### config.mk
export PLATFORM = sky130hd
export DESIGN_NAME = register_frame_delta_encoder_unit
export DESIGN_NICKNAME = d
export VERILOG_FILES = /design/src/design/rfde_pkg.sv /design/src/design/rfde_dp.sv /design/src/design/rfde_ctrl.sv /design/src/design/register_frame_delta_encoder_unit.sv
export SDC_FILE = /design/constraint.sdc
export NUM_CORES = 1
export LEC_CHECK = 0
export BUFFER_PORTS_ARGS = -buffer_cell sky130_fd_sc_hd__buf_4
export CAP_MARGIN = 15
export CORE_MARGIN = 1.5
export CORE_UTILIZATION = 40
export CTS_CLUSTER_DIAMETER = 120
export CTS_CLUSTER_SIZE = 20
export DETAILED_ROUTE_END_ITERATION = 7
export PLACE_DENSITY = 0.6
export SYNTH_ARGS = -nofsm -noshare
export SYNTH_HDL_FRONTEND = slang
export SYNTH_SLANG_ARGS = --single-unit
### constraint.sdc
create_clock -name clk_i -period 3 [get_ports clk_i]
set_input_delay 0.6 -clock clk_i [delete_from_list [all_inputs] [get_ports clk_i]]
set_output_delay 0.6 -clock clk_i [all_outputs]
set_load 0.02 [all_outputs]
### src/design/rfde_pkg.sv
// Shared types and constants for the register frame delta encoder.
`default_nettype none

package rfde_pkg;

  // First register of the upper change-mask group
  localparam int unsigned LOW_GROUP = 8;
  // Envelope-shape register; 0xFF there means "no rewrite"
  localparam int unsigned SKIP_REG  = 13;
  localparam logic [7:0]  SKIP_VAL  = 8'hFF;
  // Largest frame gap that fits in the stream
  localparam logic [7:0]  GAP_LIMIT = 8'd254;
  localparam logic [7:0]  GAP_SAT   = 8'hFF;
  localparam logic [7:0]  END_MARK  = 8'hFF;

  // Source of the byte loaded into the output register
  typedef enum logic [2:0] {
    SEL_GAP,
    SEL_MLOW,
    SEL_MHIGH,
    SEL_REG,
    SEL_ZERO,
    SEL_END,
    SEL_ERR
  } emit_sel_e;

  typedef struct packed {
    logic      wr_cur;     // store input byte at index
    logic      cmp;        // latch change mask, copy frame to previous
    logic      gap_inc;    // saturating gap increment
    logic      gap_set1;   // gap back to one
    logic      prev_clr;   // previous frame back to zero
    logic      emit;       // load output register
    logic      emit_last;  // tlast of the loaded word
    emit_sel_e sel;
  } dp_cmd_t;

  typedef struct packed {
    logic any_change;   // some register differs (live compare)
    logic gap_over;     // gap above the limit
    logic idx_changed;  // latched mask bit at index
    logic more_above;   // latched mask has bits above index
    logic high_any;     // latched upper group nonzero
    logic slot_free;    // output register can take a word
  } dp_stat_t;

endpackage

`default_nettype wire

### src/design/rfde_dp.sv
// Datapath: frame stores, change mask, gap counter and output register.
`default_nettype none

module rfde_dp #(
  parameter int unsigned NUM_REGS = 14
) (
  input  wire logic                            clk_i,
  input  wire logic                            rst_ni,
  input  wire rfde_pkg::dp_cmd_t               cmd_i,
  input  wire logic [$clog2(NUM_REGS)-1:0]     idx_i,
  input  wire logic [7:0]                      wr_data_i,
  output rfde_pkg::dp_stat_t                   stat_o,
  input  wire logic                            out_ready_i,
  output logic                                 out_valid_o,
  output logic [7:0]                           out_byte_o,
  output logic                                 out_last_o,
  output logic                                 out_err_o
);

  localparam int unsigned IDX_W = $clog2(NUM_REGS);

  logic [7:0]          cur_q  [NUM_REGS];
  logic [7:0]          prev_q [NUM_REGS];
  logic [NUM_REGS-1:0] mask_q;
  logic [NUM_REGS-1:0] changed_now;
  logic [7:0]          gap_q;
  logic [7:0]          m_low;
  logic [7:0]          m_high;
  logic                more_above;
  logic                slot_free;
  logic                valid_q;
  logic [7:0]          byte_q;
  logic                last_q;
  logic                err_q;
  logic [7:0]          emit_byte;

  always_ff @(posedge clk_i) begin
    if (cmd_i.wr_cur) begin
      cur_q[idx_i] <= wr_data_i;
    end
  end

  always_ff @(posedge clk_i or negedge rst_ni) begin
    if (!rst_ni) begin
      for (int i = 0; i < NUM_REGS; i++) prev_q[i] <= '0;
    end else if (cmd_i.prev_clr) begin
      for (int i = 0; i < NUM_REGS; i++) prev_q[i] <= '0;
    end else if (cmd_i.cmp) begin
      for (int i = 0; i < NUM_REGS; i++) prev_q[i] <= cur_q[i];
    end
  end

  always_comb begin
    for (int i = 0; i < NUM_REGS; i++) begin
      changed_now[i] = (cur_q[i] != prev_q[i]);
      if (i == int'(rfde_pkg::SKIP_REG) && cur_q[i] == rfde_pkg::SKIP_VAL) begin
        changed_now[i] = 1'b0;
      end
    end
  end

  always_ff @(posedge clk_i) begin
    if (cmd_i.cmp) begin
      mask_q <= changed_now;
    end
  end

  always_ff @(posedge clk_i or negedge rst_ni) begin
    if (!rst_ni) begin
      gap_q <= 8'd1;
    end else if (cmd_i.gap_set1) begin
      gap_q <= 8'd1;
    end else if (cmd_i.gap_inc && gap_q != rfde_pkg::GAP_SAT) begin
      gap_q <= gap_q + 8'd1;
    end
  end

  assign m_low  = mask_q[rfde_pkg::LOW_GROUP-1:0];
  assign m_high = 8'(mask_q[NUM_REGS-1:rfde_pkg::LOW_GROUP]);

  always_comb begin
    more_above = 1'b0;
    for (int j = 0; j < NUM_REGS; j++) begin
      if (IDX_W'(j) > idx_i && mask_q[j]) more_above = 1'b1;
    end
  end

  always_comb begin
    case (cmd_i.sel)
      rfde_pkg::SEL_GAP:   emit_byte = gap_q;
      rfde_pkg::SEL_MLOW:  emit_byte = m_low;
      rfde_pkg::SEL_MHIGH: emit_byte = m_high;
      rfde_pkg::SEL_REG:   emit_byte = cur_q[idx_i];
      rfde_pkg::SEL_END:   emit_byte = rfde_pkg::END_MARK;
      default:             emit_byte = 8'd0;
    endcase
  end

  assign slot_free = !valid_q || out_ready_i;

  always_ff @(posedge clk_i or negedge rst_ni) begin
    if (!rst_ni) begin
      valid_q <= 1'b0;
    end else if (cmd_i.emit) begin
      valid_q <= 1'b1;
    end else if (out_ready_i) begin
      valid_q <= 1'b0;
    end
  end

  always_ff @(posedge clk_i) begin
    if (cmd_i.emit) begin
      byte_q <= emit_byte;
      last_q <= cmd_i.emit_last;
      err_q  <= (cmd_i.sel == rfde_pkg::SEL_ERR);
    end
  end

  assign stat_o.any_change  = |changed_now;
  assign stat_o.gap_over    = (gap_q > rfde_pkg::GAP_LIMIT);
  assign stat_o.idx_changed = mask_q[idx_i];
  assign stat_o.more_above  = more_above;
  assign stat_o.high_any    = |m_high;
  assign stat_o.slot_free   = slot_free;

  assign out_valid_o = valid_q;
  assign out_byte_o  = byte_q;
  assign out_last_o  = last_q;
  assign out_err_o   = err_q;

endmodule

`default_nettype wire

### src/design/rfde_ctrl.sv
// Controller: byte gathering, compare and the emission sequence.
`default_nettype none

module rfde_ctrl #(
  parameter int unsigned NUM_REGS = 14
) (
  input  wire logic                        clk_i,
  input  wire logic                        rst_ni,
  input  wire logic                        in_valid_i,
  output logic                             in_ready_o,
  input  wire logic                        in_final_i,
  input  wire rfde_pkg::dp_stat_t          stat_i,
  output rfde_pkg::dp_cmd_t                cmd_o,
  output logic [$clog2(NUM_REGS)-1:0]      idx_o
);

  localparam int unsigned IDX_W = $clog2(NUM_REGS);
  localparam logic [IDX_W-1:0] IDX_LAST    = IDX_W'(NUM_REGS - 1);
  localparam logic [IDX_W-1:0] IDX_LOW_END = IDX_W'(rfde_pkg::LOW_GROUP - 1);
  localparam logic [IDX_W-1:0] IDX_HIGH    = IDX_W'(rfde_pkg::LOW_GROUP);

  localparam logic [3:0] S_IDLE  = 4'd0;
  localparam logic [3:0] S_CMP   = 4'd1;
  localparam logic [3:0] S_GAP   = 4'd2;
  localparam logic [3:0] S_MLOW  = 4'd3;
  localparam logic [3:0] S_LOW   = 4'd4;
  localparam logic [3:0] S_MHIGH = 4'd5;
  localparam logic [3:0] S_HIGH  = 4'd6;
  localparam logic [3:0] S_FCHK  = 4'd7;
  localparam logic [3:0] S_FGAP  = 4'd8;
  localparam logic [3:0] S_FZ1   = 4'd9;
  localparam logic [3:0] S_FZ2   = 4'd10;
  localparam logic [3:0] S_FEND  = 4'd11;
  localparam logic [3:0] S_ERR   = 4'd12;
  localparam logic [3:0] S_HALT  = 4'd13;

  logic [3:0]       state_q, state_d;
  logic [IDX_W-1:0] cnt_q, cnt_d;
  logic             fin_q, fin_d;
  logic             accept;

  assign in_ready_o = (state_q == S_IDLE) || (state_q == S_HALT);
  assign accept     = in_valid_i && in_ready_o;
  assign idx_o      = cnt_q;

  always_comb begin
    state_d = state_q;
    cnt_d   = cnt_q;
    fin_d   = fin_q;
    cmd_o   = '0;
    cmd_o.sel = rfde_pkg::SEL_ZERO;

    case (state_q)
      S_IDLE: begin
        if (accept) begin
          cmd_o.wr_cur = 1'b1;
          if (cnt_q == IDX_LAST) begin
            fin_d   = in_final_i;
            cnt_d   = '0;
            state_d = S_CMP;
          end else begin
            cnt_d = cnt_q + 1'b1;
          end
        end
      end
      S_CMP: begin
        cmd_o.cmp = 1'b1;
        if (stat_i.any_change) begin
          state_d = stat_i.gap_over ? S_ERR : S_GAP;
        end else begin
          cmd_o.gap_inc = 1'b1;
          state_d = fin_q ? S_FCHK : S_IDLE;
        end
      end
      S_GAP: begin
        if (stat_i.slot_free) begin
          cmd_o.emit     = 1'b1;
          cmd_o.sel      = rfde_pkg::SEL_GAP;
          cmd_o.gap_set1 = 1'b1;
          state_d = S_MLOW;
        end
      end
      S_MLOW: begin
        if (stat_i.slot_free) begin
          cmd_o.emit = 1'b1;
          cmd_o.sel  = rfde_pkg::SEL_MLOW;
          cnt_d   = '0;
          state_d = S_LOW;
        end
      end
      S_LOW: begin
        if (!stat_i.idx_changed || stat_i.slot_free) begin
          cmd_o.emit = stat_i.idx_changed;
          cmd_o.sel  = rfde_pkg::SEL_REG;
          if (cnt_q == IDX_LOW_END) begin
            state_d = S_MHIGH;
          end else begin
            cnt_d = cnt_q + 1'b1;
          end
        end
      end
      S_MHIGH: begin
        if (stat_i.slot_free) begin
          cmd_o.emit      = 1'b1;
          cmd_o.sel       = rfde_pkg::SEL_MHIGH;
          cmd_o.emit_last = !fin_q && !stat_i.high_any;
          cnt_d   = IDX_HIGH;
          state_d = S_HIGH;
        end
      end
      S_HIGH: begin
        if (!stat_i.idx_changed || stat_i.slot_free) begin
          cmd_o.emit      = stat_i.idx_changed;
          cmd_o.sel       = rfde_pkg::SEL_REG;
          cmd_o.emit_last = !fin_q && !stat_i.more_above;
          if (cnt_q == IDX_LAST) begin
            cnt_d   = '0;
            state_d = fin_q ? S_FGAP : S_IDLE;
          end else begin
            cnt_d = cnt_q + 1'b1;
          end
        end
      end
      S_FCHK: begin
        state_d = stat_i.gap_over ? S_ERR : S_FGAP;
      end
      S_FGAP: begin
        if (stat_i.slot_free) begin
          cmd_o.emit = 1'b1;
          cmd_o.sel  = rfde_pkg::SEL_GAP;
          state_d = S_FZ1;
        end
      end
      S_FZ1: begin
        if (stat_i.slot_free) begin
          cmd_o.emit = 1'b1;
          state_d = S_FZ2;
        end
      end
      S_FZ2: begin
        if (stat_i.slot_free) begin
          cmd_o.emit = 1'b1;
          state_d = S_FEND;
        end
      end
      S_FEND: begin
        if (stat_i.slot_free) begin
          cmd_o.emit      = 1'b1;
          cmd_o.sel       = rfde_pkg::SEL_END;
          cmd_o.emit_last = 1'b1;
          cmd_o.prev_clr  = 1'b1;
          cmd_o.gap_set1  = 1'b1;
          cnt_d   = '0;
          state_d = S_IDLE;
        end
      end
      S_ERR: begin
        if (stat_i.slot_free) begin
          cmd_o.emit      = 1'b1;
          cmd_o.sel       = rfde_pkg::SEL_ERR;
          cmd_o.emit_last = 1'b1;
          state_d = S_HALT;
        end
      end
      S_HALT: begin
        // words are taken and dropped until reset
      end
      default: begin
        state_d = S_IDLE;
        cnt_d   = '0;
      end
    endcase
  end

  always_ff @(posedge clk_i or negedge rst_ni) begin
    if (!rst_ni) begin
      state_q <= S_IDLE;
      cnt_q   <= '0;
      fin_q   <= 1'b0;
    end else begin
      state_q <= state_d;
      cnt_q   <= cnt_d;
      fin_q   <= fin_d;
    end
  end

endmodule

`default_nettype wire

### src/design/register_frame_delta_encoder_unit.sv
// Top level of the register frame delta encoder.
//
//  channel  dir  tdata (low bit up)   tlast         tuser
//  s_axis   in   register_value[7:0]  -             final_frame
//  m_axis   out  out_byte[7:0]        last_in_run   gap_error
//
// A register byte that is not the last of its frame is simply stored.
// The last byte of a frame adds a compare step. An unchanged frame stops
// there, or with the end marker goes compare, gap check, gap, 0, 0, 0xFF.
// A changed frame walks gap, low mask, 8 register slots, high mask and
// NUM_REGS-8 register slots, one slot a cycle unless a word waits for the
// output register, and holds off the input meanwhile; the end marker then
// adds gap, 0, 0, 0xFF. A gap error yields one error word. Unchanged registers
// still cost a slot. Reset clears the previous frame, gap (to one) and control;
// the output register holds its word through any m_axis stall; emitting steps wait.
// After a gap error the input keeps being accepted and dropped until reset.
`default_nettype none

module register_frame_delta_encoder_unit #(
  parameter int unsigned NUM_REGS = 14   // registers per frame, 9 to 16
) (
  input  wire logic       clk_i,
  input  wire logic       rst_ni,
  input  wire logic       s_axis_tvalid,
  output logic            s_axis_tready,
  input  wire logic [7:0] s_axis_tdata,   // [7:0] register_value
  input  wire logic       s_axis_tuser,   // [0] final_frame
  output logic            m_axis_tvalid,
  input  wire logic       m_axis_tready,
  output logic [7:0]      m_axis_tdata,   // [7:0] out_byte
  output logic            m_axis_tlast,   // last_in_run
  output logic            m_axis_tuser    // [0] gap_error
);

  rfde_pkg::dp_cmd_t             cmd;
  rfde_pkg::dp_stat_t            stat;
  logic [$clog2(NUM_REGS)-1:0]   idx;

  // Sequencer: byte position, compare decision, emission order
  rfde_ctrl #(
    .NUM_REGS (NUM_REGS)
  ) u_ctrl (
    .clk_i      (clk_i),
    .rst_ni     (rst_ni),
    .in_valid_i (s_axis_tvalid),
    .in_ready_o (s_axis_tready),
    .in_final_i (s_axis_tuser),
    .stat_i     (stat),
    .cmd_o      (cmd),
    .idx_o      (idx)
  );

  // Frame stores, change mask, gap count and the output word register
  rfde_dp #(
    .NUM_REGS (NUM_REGS)
  ) u_dp (
    .clk_i       (clk_i),
    .rst_ni      (rst_ni),
    .cmd_i       (cmd),
    .idx_i       (idx),
    .wr_data_i   (s_axis_tdata),
    .stat_o      (stat),
    .out_ready_i (m_axis_tready),
    .out_valid_o (m_axis_tvalid),
    .out_byte_o  (m_axis_tdata),
    .out_last_o  (m_axis_tlast),
    .out_err_o   (m_axis_tuser)
  );

endmodule

`default_nettype wire

==> results of run 1 <==
==> worst reg2reg max path: cells and delay by family (launching register included) <==
| kind | cells | cell delay, ps |
|---|---|---|
| flops | 1 | 460 |
| compound gates | 1 | 150 |
| xor+xnor | 1 | 190 |
| simple gates | 5 | 1600 |
| buf+inv | 2 | 370 |
==> final cells by class <==
cell class                      count  area share, %
Clock inverter                      2          0.339
Inverter                            8          0.221
Clock buffer                       30           3.36
Sequential cell                   282           53.0
Tap cell                          442           3.75
Multi-Input combinational cell    831           34.7
Timing Repair Buffer               81           4.56
==> state kept, by name, indices dropped and copies added, names as in the netlist <==
name / cells
u_dp.gap_q: 8
u_dp.mask_q: 14
u_dp.out_valid_o: 1
u_dp.prev_q: 112
u_ctrl.fin_q: 1
u_ctrl.idx_o: 4
u_dp.cur_q: 128
u_ctrl.state_q: 4
u_dp.out_byte_o: 8
u_dp.out_err_o: 1
u_dp.out_last_o: 1
==> cells in the mapped netlist (all sizes together), types with 2 or more instances <==
cell type,instances
a211oi,3
a21o,2
a21oi,143
a221o,9
a221oi,7
a22oi,8
a31oi,4
and2,2
and3,2
buf,20
clkbuf,50
dfrtp,129
edfxtp,152
ha,7
inv,7
mux2,9
mux2i,27
mux4,19
nand2,280
nand2b,4
nand3,14
nand4,10
nor2,40
nor2b,6
nor3,14
nor4,34
o211ai,4
o21a,2
o21ai,37
o22ai,2
o31ai,6
or3,8
xor2,112
==> metal layers <==
layer,share of wire [%],up-vias,track usage (%)
li1,-,4290,-
met1,47,4632,30.4
met2,46,255,32.0
met3,5.1,37,2.69
met4,2.3,0,5.27
met5,0,-,0
==> worst max-delay path by stage <==
stage | to | cells past startpoint
final | u_dp.gap_q[4]$_DFFE_PN0P_ | 9
after global routing | u_dp.gap_q[2]$_DFFE_PN0P_ | 9
after CTS | u_dp.gap_q[2]$_DFFE_PN0P_ | 9
after detailed placement | u_dp.gap_q[2]$_DFFE_PN0P_ | 9
after global placement | u_dp.gap_q[2]$_DFFE_PN0P_ | 9
after floorplan | u_dp.out_byte_o[0]$_DFFE_PP_ | 8
==> power groups by stage <==
stage / Combinational [mW] / Sequential [mW] / Clock, mW
floorplan: 3.23 / 5.78 / 0
global placement: 4.45 / 5.85 / 0
detailed placement: 4.55 / 5.89 / 0
CTS: 4.57 / 5.80 / 2.60
global route: 5.09 / 5.92 / 2.72
finish: 4.55 / 5.81 / 2.54
==> cells by family (layout without fill, tap and decap cells) <==
logic type,count (synthesis),in the layout,share of synthesized area [%]
mux,55,55,6.05
simple gates,420,420,14.0
buf+inv,78,121,2.34
compound gates,236,236,10.3
xor+xnor,113,113,7.49
flops,282,282,59.2
fa+ha+maj,7,7,0.663
==> repair_timing <==
action,CTS,global route
endpoints found under the setup margin,2,2
resized for setup,2,2
hold endpoints to repair,0,0
pin swaps,0,3
buffers inserted,0,2
==> summary.txt, run 1 <==
Run
  • Max cap viols: 0

Route
  • Drt first pass iters: 5
  • Vias: 9,214
  • Vias per cell: 5.50
  • WL final: 34.0 mm
  • Drc violations: 0
  • Starting DRC count in detailed routing: 1,016
  • Wire per inst: 20.3 microns
  • Routed Antenna Nets: 0

Synth
  • Post-synth EDFFs: 152
  • Syn avg cell area: 11.1 sq um
  • Cell taking the most area after synthesis: edfxtp_1
  • Top-area cell type share of the netlist area: 34.6%
  • Sequential cell area fraction in the yosys report: between 50% and 60%
  • Synth Instances: 1,191
  • Seq cells post-synth: 282
  • Netlist Area Pre-Place: 13,200 sq um
  • Ys Warns: 0
  • Asr flop ratio synth: 46.1%
  • Ranking of synthesized cells by area: edfxtp_1 35%, dfrtp_1 24%, nand2_1 8.0%
  • Synth Flop Type: edfxtp_1
  • Syn_nets: around 1,200
  • Unique masters post-synth: 57

Status
  • Status: finished clean

STA
  • Fmax: 351 MHz
  • Slew margin rel.: approximately 47%
  • Fin Clk Skew: 27.2 ps
  • Hold violation count in the final report: 0
  • Fin crit share: a little over nine tenths
  • Slew Limit Fails: 0
  • Crit path time final: around 2800 ps
  • TNS Setup: 0 ps
  • Setup WS post-layout: 155 ps
  • WHS: 45.4 ps
  • Final setup violation count: 0
  • RSZ-0062 raised after global routing: no
  • Slew @ Worst Pin: around 800 ps

Layout
  • P&R area growth vs syn: 11.6%
  • Layout cells sized above 1: 11.8%
  • Most common cell after layout, fill and taps aside: nand2_1
  • Multi-input gate area: 5120 sq um
  • FF+latch area: roughly 8000 sq um
  • Antenna diode count: 0
  • Commonest non-fill, non-tap cells in the layout: 280 x nand2_1, 152 x edfxtp_1, 143 x a21oi_1, 128 x dfrtp_1, 112 x xor2_1
  • Layout Nets: approximately 1,200
  • Layout fillers: 3,033
  • Finished Core Util: 45.3%
  • Design area: 14,700 sq um
  • Finished Layout Cells: 1,676

Die
  • Row cnt: 66
  • Core area: roughly 33,000 sq um
  • Die H: approximately 180 microns
  • Die area: roughly 34,000 sq um
  • Die span in x: between 150 and 200 microns
  • # IOs: 25
  • Initial Util: 40.6%

Clock network
  • CTS root buf: clkbuf_16
  • Clock Tree Buf Depth: 3
  • Htree depth: 1
  • Clock-pin slew on the worst setup and hold paths: approximately 90 ps
  • Hold_buf cts: 0
  • Clock Latency Late Sink: 540 ps
  • CTS tree: done
  • CTS Buf Count: 18
  • CTS sink cnt: 282

Setup path
  • Critical path type: flop to flop
  • R2R cell count: 9
  • Worst Path Arrival: 3300 ps
  • Crit path max fanout: 5
  • FF-to-FF Start: u_dp.cur_q[2][5]$_DFFE_PP_
  • Max stage delay on crit path: 460 ps
  • CP cell instances: xor2_1 > nor4_2 > nand4_1 > nor4_4 > buf_4 > nand4_1 > buf_4 > or3_1 > a21oi_1
  • Worst Setup SP: u_dp.cur_q[2][5]$_DFFE_PP_
  • CP Capture Type: flop
  • WP buf/inv: 2
  • Worst r2r dst: u_dp.gap_q[4]$_DFFE_PN0P_
  • Delay-heaviest family, CP: simple AND/OR/NAND/NOR gates
  • Slowest CP cell: edfxtp_1
  • Worst Setup Start Kind: flop
  • Reg2reg setup slack: approximately 150 ps
  • Req. time, crit path: 3450 ps

GRT
  • Vias in the first global route: approximately 9,000
  • Pin count of the biggest net entering global routing: roughly 130
  • All-layer global routing usage: 20.6%
  • Initial antenna violation count: 0
  • GR Overflow Total: 0
  • First-pass GRT wire length: 53.3 mm

Power and ir drop
  • Power Total: 12.9 mW
  • Leakage power: 5.61 nW
  • Switching Share: 36.9%
  • Max IR drop VDD: 597 uV
  • Combinational share of power: 35.2%
  • Reg power frac: ~45%
  • Sw Pwr: 4.75 mW
  • Power per cell area: slightly below 900 nW/um^2
  • Internal: 8.14 mW
  • Clock share of power: 19.7%

Placement
  • Placed cell area: 14,200 sq um
  • Gpl congestion: ~0.9
  • Pre-CTS setup slack: -50.6 ps
  • HPWL after DPL: 22.4 mm
  • DP Cell Count: ~1,600
  • PortBufs: 24

Min path
  • Min-Delay Path Class: input pin to asynchronous set/reset pin
Power figures use the tool's default switching activity.
==> run 2, diff against run 1 <==
--- a/config.mk
+++ b/config.mk
@@ -5,6 +5,7 @@
 export SDC_FILE = /design/constraint.sdc
 export NUM_CORES = 1
 export LEC_CHECK = 0
+export ABC_AREA = 1
 export BUFFER_PORTS_ARGS = -buffer_cell sky130_fd_sc_hd__buf_4
 export CAP_MARGIN = 15
 export CORE_MARGIN = 1.5
==> summary.txt, run 2 <==
Status
  • Status: finished clean

Route
  • Drc violations: 0
  • Wire per inst: 18.7 microns
  • Vias: 10,200
  • Drt first pass iters: 6
  • Vias per cell: 5.24
  • Routed Antenna Nets: 0
  • Starting DRC count in detailed routing: 850
  • WL final: approximately 36 mm

Layout
  • Layout Nets: about 1,500
  • Finished Layout Cells: 1,945
  • Layout cells sized above 1: 9.49%
  • Antenna diode count: 0
  • Layout fillers: between 3,000 and 4,000
  • Design area: 15,100 sq um
  • Most common cell after layout, fill and taps aside: nand2_1
  • Number of flip-flops under the largest register name: between 100 and 150
  • Commonest non-fill, non-tap cells in the layout: 370 x nand2_1, 152 x edfxtp_1, 149 x inv_1, 128 x dfrtp_1, 124 x nand3_1
  • P&R area growth vs syn: 9.60%
  • Top Registers: u_dp.cur_q x128, u_dp.prev_q x112, u_dp.mask_q x14
  • Most flop-heavy register: u_dp.cur_q

Placement
  • DP Cell Count: 1,913
  • HPWL after DPL: 24.7 mm
  • Placed cell area: roughly 15,000 sq um
  • Gpl congestion: 0.999
  • PortBufs: 24
  • Pre-CTS setup slack: 312 ps

Die
  • Die area: 35,500 sq um
  • Die H: 188 microns
  • Core area: about 34,000 sq um
  • Initial Util: 40.8%
  • # IOs: 25
  • Row cnt: 67
  • Die span in x: 188 microns

Synth
  • Top-count cell post-synth: nand2_1
  • Synth Instances: approximately 1,500
  • Commonest cells post-synth: 370 x nand2_1, 152 x edfxtp_1, 150 x inv_1, 129 x dfrtp_1, 124 x nand3_1
  • Sequential cell area fraction in the yosys report: 56.9%
  • Syn avg cell area: 9.40 sq um
  • Cell taking the most area after synthesis: edfxtp_1
  • Ranking of synthesized cells by area: edfxtp_1 33%, dfrtp_1 23%, nand2_1 10%
  • Netlist Area Pre-Place: 13,700 sq um
  • Ys Warns: 0
  • Asr flop ratio synth: 46.1%
  • Top-area cell type share of the netlist area: 33.2%
  • Syn_nets: 1,482
  • Seq cells post-synth: 282
  • Post-synth EDFFs: around 150
  • Synth Flop Type: edfxtp_1
  • Unique masters post-synth: 47

Setup path
  • Critical path type: flop to flop
  • Crit path max fanout: 19
  • CP Capture Type: flop
  • Worst Path Arrival: roughly 2900 ps
  • Reg2reg setup slack: 290 ps
  • Worst Setup Start Kind: flop
  • Req. time, crit path: 3140 ps

Clock network
  • CTS tree: done
  • Post_cts resized: 0
  • Total setup buffers inserted after CTS: 0
  • CTS root buf: clkbuf_16
  • Clock Latency Late Sink: 530 ps
  • Clock-pin slew on the worst setup and hold paths: around 90 ps
  • CTS Buf Count: 18
  • Hold_buf cts: 0
  • CTS sink cnt: 282
  • Htree depth: 1
  • Clock Tree Buf Depth: 3

STA
  • Crit path time final: 2710 ps
  • TNS Setup: 0 ps
  • Fmax: 369 MHz
  • Slew @ Worst Pin: 829 ps
  • RSZ-0062 raised after global routing: no
  • Slew margin rel.: 44.7%
  • Fin crit share: 90.2%
  • Setup WS post-layout: 293 ps
  • Fin Clk Skew: between 20 and 25 ps
  • Final setup violation count: 0
  • Hold violation count in the final report: 0
  • Slew Limit Fails: 0

GRT
  • M3 GR Usage: 1.99%
  • M2 GR Usage: approximately 33%
  • Initial antenna violation count: 0
  • Met1 Use GR: 30.9%
  • Vias in the first global route: 9,701
  • All-layer global routing usage: roughly a fifth
  • First-pass GRT wire length: around 57 mm
  • GR Overflow Total: 0
  • GRT Max-Usage Layer: met2
  • Pin count of the biggest net entering global routing: 103

Min path
  • Min-Delay Path Class: input pin to asynchronous set/reset pin

Power and ir drop
  • Leakage power: ~6.4 nW
  • Max IR drop VDD: slightly above 500 uV
  • Power per cell area: 894 nW/um^2

Run
  • Max cap viols: 0
## run 2: cell types whose count changed in the layout (fill, tap and decap cells not counted), moves of 47 or more
cell,change
a21oi_1,-100
nand2_1,+90
inv_1,+143
o22ai_1,+47
xnor2_1,+55
xor2_1,-92
nand3_1,+110
nor2_1,+59
## run 2: final timing paths
path,from,to,depth (start not counted)
max in group asynchronous,rst_ni,u_dp.prev_q[5]$_DFFE_PN0P_,2
min in group clk_i,s_axis_tuser,u_ctrl.fin_q$_DFFE_PN0P_,3
min,rst_ni,u_dp.prev_q[107]$_DFFE_PN0P_,1
min reg2reg,u_dp.gap_q[0]$_DFFE_PN1P_,u_dp.gap_q[0]$_DFFE_PN1P_,2
max reg2reg,u_ctrl.idx_o[1]$_DFFE_PN0P_,u_dp.out_byte_o[3]$_DFFE_PP_,11
max,u_ctrl.idx_o[1]$_DFFE_PN0P_,u_dp.out_byte_o[3]$_DFFE_PP_,11
## run 2: cells by family after synthesis
kind of cell    after synthesis  synth area share (%)
compound gates              219                  9.80
xor+xnor                     76                  4.84
fa+ha+maj                     7                 0.637
buf+inv                     218                  6.48
flops                       282                  56.9
simple gates                660                  21.3
## run 2: cell type report
| class | count | area, sq um | area share (%) |
|---|---|---|---|
| clock buffer | 29 | 492 | 3.27 |
| clock inverter | 3 | 38.8 | 0.258 |
| tap | 448 | 561 | 3.72 |
| inverter | 164 | 631 | 4.19 |
| multi-input combinational | 962 | 5040 | 33.4 |
| sequential | 282 | 7820 | 51.9 |
| timing repair buffer | 57 | 482 | 3.20 |
## run 2: routing by layer
metal	part of all wire [%]	vias up
met1	48	4953
li1	-	4930
met5	0	-
met2	45	273
met3	4.3	45
met4	2.6	0
## run 2: critical path, cell delays in order, from the launching register on
cell	delay, ps
dfrtp_1	690
inv_8	310
nand2_8	140
nor2_2	100
nor2_1	50
nand2_1	50
nand2_1	60
nand2_1	100
inv_2	70
nand2_4	80
a31oi_1	100
nor2_1	560
## run 2: report_power, final
| part | internal, mW | switching, mW | total [mW] | leakage [nW] |
|---|---|---|---|---|
| registers | 5.13 | 0.680 | 5.81 | 2.95 |
| clock network | 1.15 | 1.33 | 2.49 | 0.253 |
| logic | 1.83 | 3.33 | 5.17 | 3.23 |
## run 2: stage by stage
stage / hold slack [ps] / power (mW) / utilization, %
floorplan: 304 / 9.57 / -
global placement: 494 / 10.9 / 43.1
detailed placement: 504 / 11.1 / 43.1
CTS: 10.1 / 13.5 / 44.7
global route: 23.0 / 14.4 / 44.7
finish: 9.92 / 13.5 / 44.7
==> run 3, diff against run 2 <==
--- a/config.mk
+++ b/config.mk
@@ -8,12 +8,14 @@
 export ABC_AREA = 1
 export BUFFER_PORTS_ARGS = -buffer_cell sky130_fd_sc_hd__buf_4
 export CAP_MARGIN = 15
+export CELL_PAD_IN_SITES_DETAIL_PLACEMENT = 0
+export CELL_PAD_IN_SITES_GLOBAL_PLACEMENT = 1
 export CORE_MARGIN = 1.5
 export CORE_UTILIZATION = 40
 export CTS_CLUSTER_DIAMETER = 120
 export CTS_CLUSTER_SIZE = 20
 export DETAILED_ROUTE_END_ITERATION = 7
-export PLACE_DENSITY = 0.6
+export PLACE_DENSITY = 0.72
 export SYNTH_ARGS = -nofsm -noshare
 export SYNTH_HDL_FRONTEND = slang
 export SYNTH_SLANG_ARGS = --single-unit
==> summary.txt, run 3 (synthesized netlist as in run 2, its figures left out) <==
Route
  • Starting DRC count in detailed routing: 986
  • Met3 WL: roughly 2.0 mm
  • Wire per inst: 19.7 microns
  • Uppermost routed layer: met4
  • Vias: ~10,000
  • WL final: ~38 mm
  • Vias per cell: 5.23
  • Drc violations: 0
  • M1 WL: approximately 19 mm
  • Drt first pass iters: 5
  • Routed Antenna Nets: 0
  • DR WL met2: 17.1 mm

Clock network
  • CTS tree: done
  • Total setup buffers inserted after CTS: 0
  • Clock-pin slew on the worst setup and hold paths: about 90 ps
  • CTS Buf Count: 18
  • Hold_buf cts: 0
  • CTS root buf: clkbuf_16
  • Htree depth: 1
  • Post_cts resized: 0
  • Clock Tree Buf Depth: 3
  • CTS sink cnt: 282
  • Clock Latency Late Sink: 520 ps

GRT
  • Vias in the first global route: approximately 9,800
  • Initial antenna violation count: 0
  • GR Overflow Total: 0
  • All-layer global routing usage: roughly 22%
  • Pin count of the biggest net entering global routing: between 100 and 150
  • First-pass GRT wire length: 60.0 mm

Setup path
  • Req. time, crit path: around 3200 ps
  • Critical path type: flop to flop
  • Crit path max fanout: 10
  • Worst Setup Start Kind: flop
  • Worst Path Arrival: 2910 ps
  • CP Capture Type: flop

Layout
  • P&R area growth vs syn: 9.93%
  • Top Registers: u_dp.cur_q x128, u_dp.prev_q x112, u_dp.mask_q x14
  • Finished Layout Cells: 1,953
  • Most common cell after layout, fill and taps aside: nand2_1
  • Multi-input gate area: 5040 sq um
  • Number of flip-flops under the largest register name: approximately 130
  • Layout Nets: 1,514
  • Layout cells sized above 1: 10.0%
  • FF+latch area: 7820 sq um
  • Antenna diode count: 0
  • Commonest non-fill, non-tap cells in the layout: 370 x nand2_1, 152 x edfxtp_1, 149 x inv_1, 128 x dfrtp_1, 124 x nand3_1
  • Layout fillers: around 3,300
  • Most flop-heavy register: u_dp.cur_q

Run
  • Max cap viols: 0

STA
  • Final setup violation count: 0
  • Slew margin rel.: between 40% and 50%
  • Fin Clk Skew: between 30 and 40 ps
  • RSZ-0062 raised after global routing: no
  • Crit path time final: around 2800 ps
  • Hold violation count in the final report: 0
  • Setup WS post-layout: ~240 ps
  • Fin crit share: 91.9%
  • Slew Limit Fails: 0
  • Slew @ Worst Pin: approximately 880 ps
  • Fmax: 363 MHz
  • TNS Setup: 0 ps

Min path
  • Min-Delay Path Class: input pin to asynchronous set/reset pin

Power and ir drop
  • Max IR drop VDD: between 500 and 600 uV
  • Power per cell area: 901 nW/um^2
  • Leakage power: 6.47 nW

Placement
  • HPWL after DPL: 26.9 mm
  • PortBufs: 24
  • Pre-CTS setup slack: 309 ps
  • DP Cell Count: 1,922
  • Gpl congestion: approximately 0.98

Die
  • Row cnt: 67
  • Die H: 188 microns
  • # IOs: 25
  • Die span in x: 188 microns
  • Die area: approximately 35,000 sq um
  • Core area: 33,700 sq um
  • Initial Util: 40.8%

Status
  • Status: finished clean
==> run 3: path summary, 6_finish.rpt <==
path | to | cells after the start | slack (ps) | from
hold reg to reg | u_dp.gap_q[0]$_DFFE_PN1P_ | 2 | 510 | u_dp.gap_q[0]$_DFFE_PN1P_
setup / recovery | u_dp.out_byte_o[0]$_DFFE_PP_ | 10 | 240 | u_ctrl.idx_o[1]$_DFFE_PN0P_
max in group asynchronous | u_dp.gap_q[0]$_DFFE_PN1P_ | 2 | 2170 | rst_ni
setup reg to reg | u_dp.out_byte_o[0]$_DFFE_PP_ | 10 | 240 | u_ctrl.idx_o[1]$_DFFE_PN0P_
hold / removal | u_dp.prev_q[22]$_DFFE_PN0P_ | 1 | 40 | rst_ni
min in group clk_i | u_ctrl.fin_q$_DFFE_PN0P_ | 3 | 350 | s_axis_tuser
==> run 3: metrics by stage <==
| stage | hold WS (ps) | instance area [sq um] | power, mW | utilization [%] |
|---|---|---|---|---|
| 2_1_floorplan | 304 | 13700 | 9.57 | - |
| 3_3_place_gp | 491 | 14600 | 11.1 | 43.2 |
| 3_5_place_dp | 494 | 14600 | 11.2 | 43.2 |
| 4_1_cts | 66.6 | 15100 | 13.7 | 44.8 |
| 5_1_grt | 75.0 | 15100 | 14.6 | 44.8 |
| 6_report | 40.2 | 15100 | 13.6 | 44.8 |
==> run 3: layout make-up <==
type,count,share of cell area [%]
flip-flops and latches,282,51.8
multi-input cells,962,33.3
inverters,164,4.17
well taps,448,3.71
repair buffers,66,3.47
clock buffers,29,3.40
clock inverters,2,0.141
==> run 3: layer usage <==
layer	vias to the layer above	global-route usage, %
li1	4948	-
met1	4960	33.2
met2	270	34.1
met3	42	2.76
met4	0	5.13
met5	-	0
==> run 3: report_power, final <==
group	internal [mW]	switching [mW]
combinational	1.85	3.40
clock	1.20	1.33
sequential	5.14	0.699
total	8.18	5.43
==> run 3: critical path, cell delays in order, from the launching register on <==
cell      delay (ps)
dfrtp_1          820
nand2_8          140
inv_4            150
o211ai_1         110
nand2_1          100
nand2_1           50
nand2_1          110
inv_2             80
nand2_4           80
a31oi_1          110
nor2_1           620
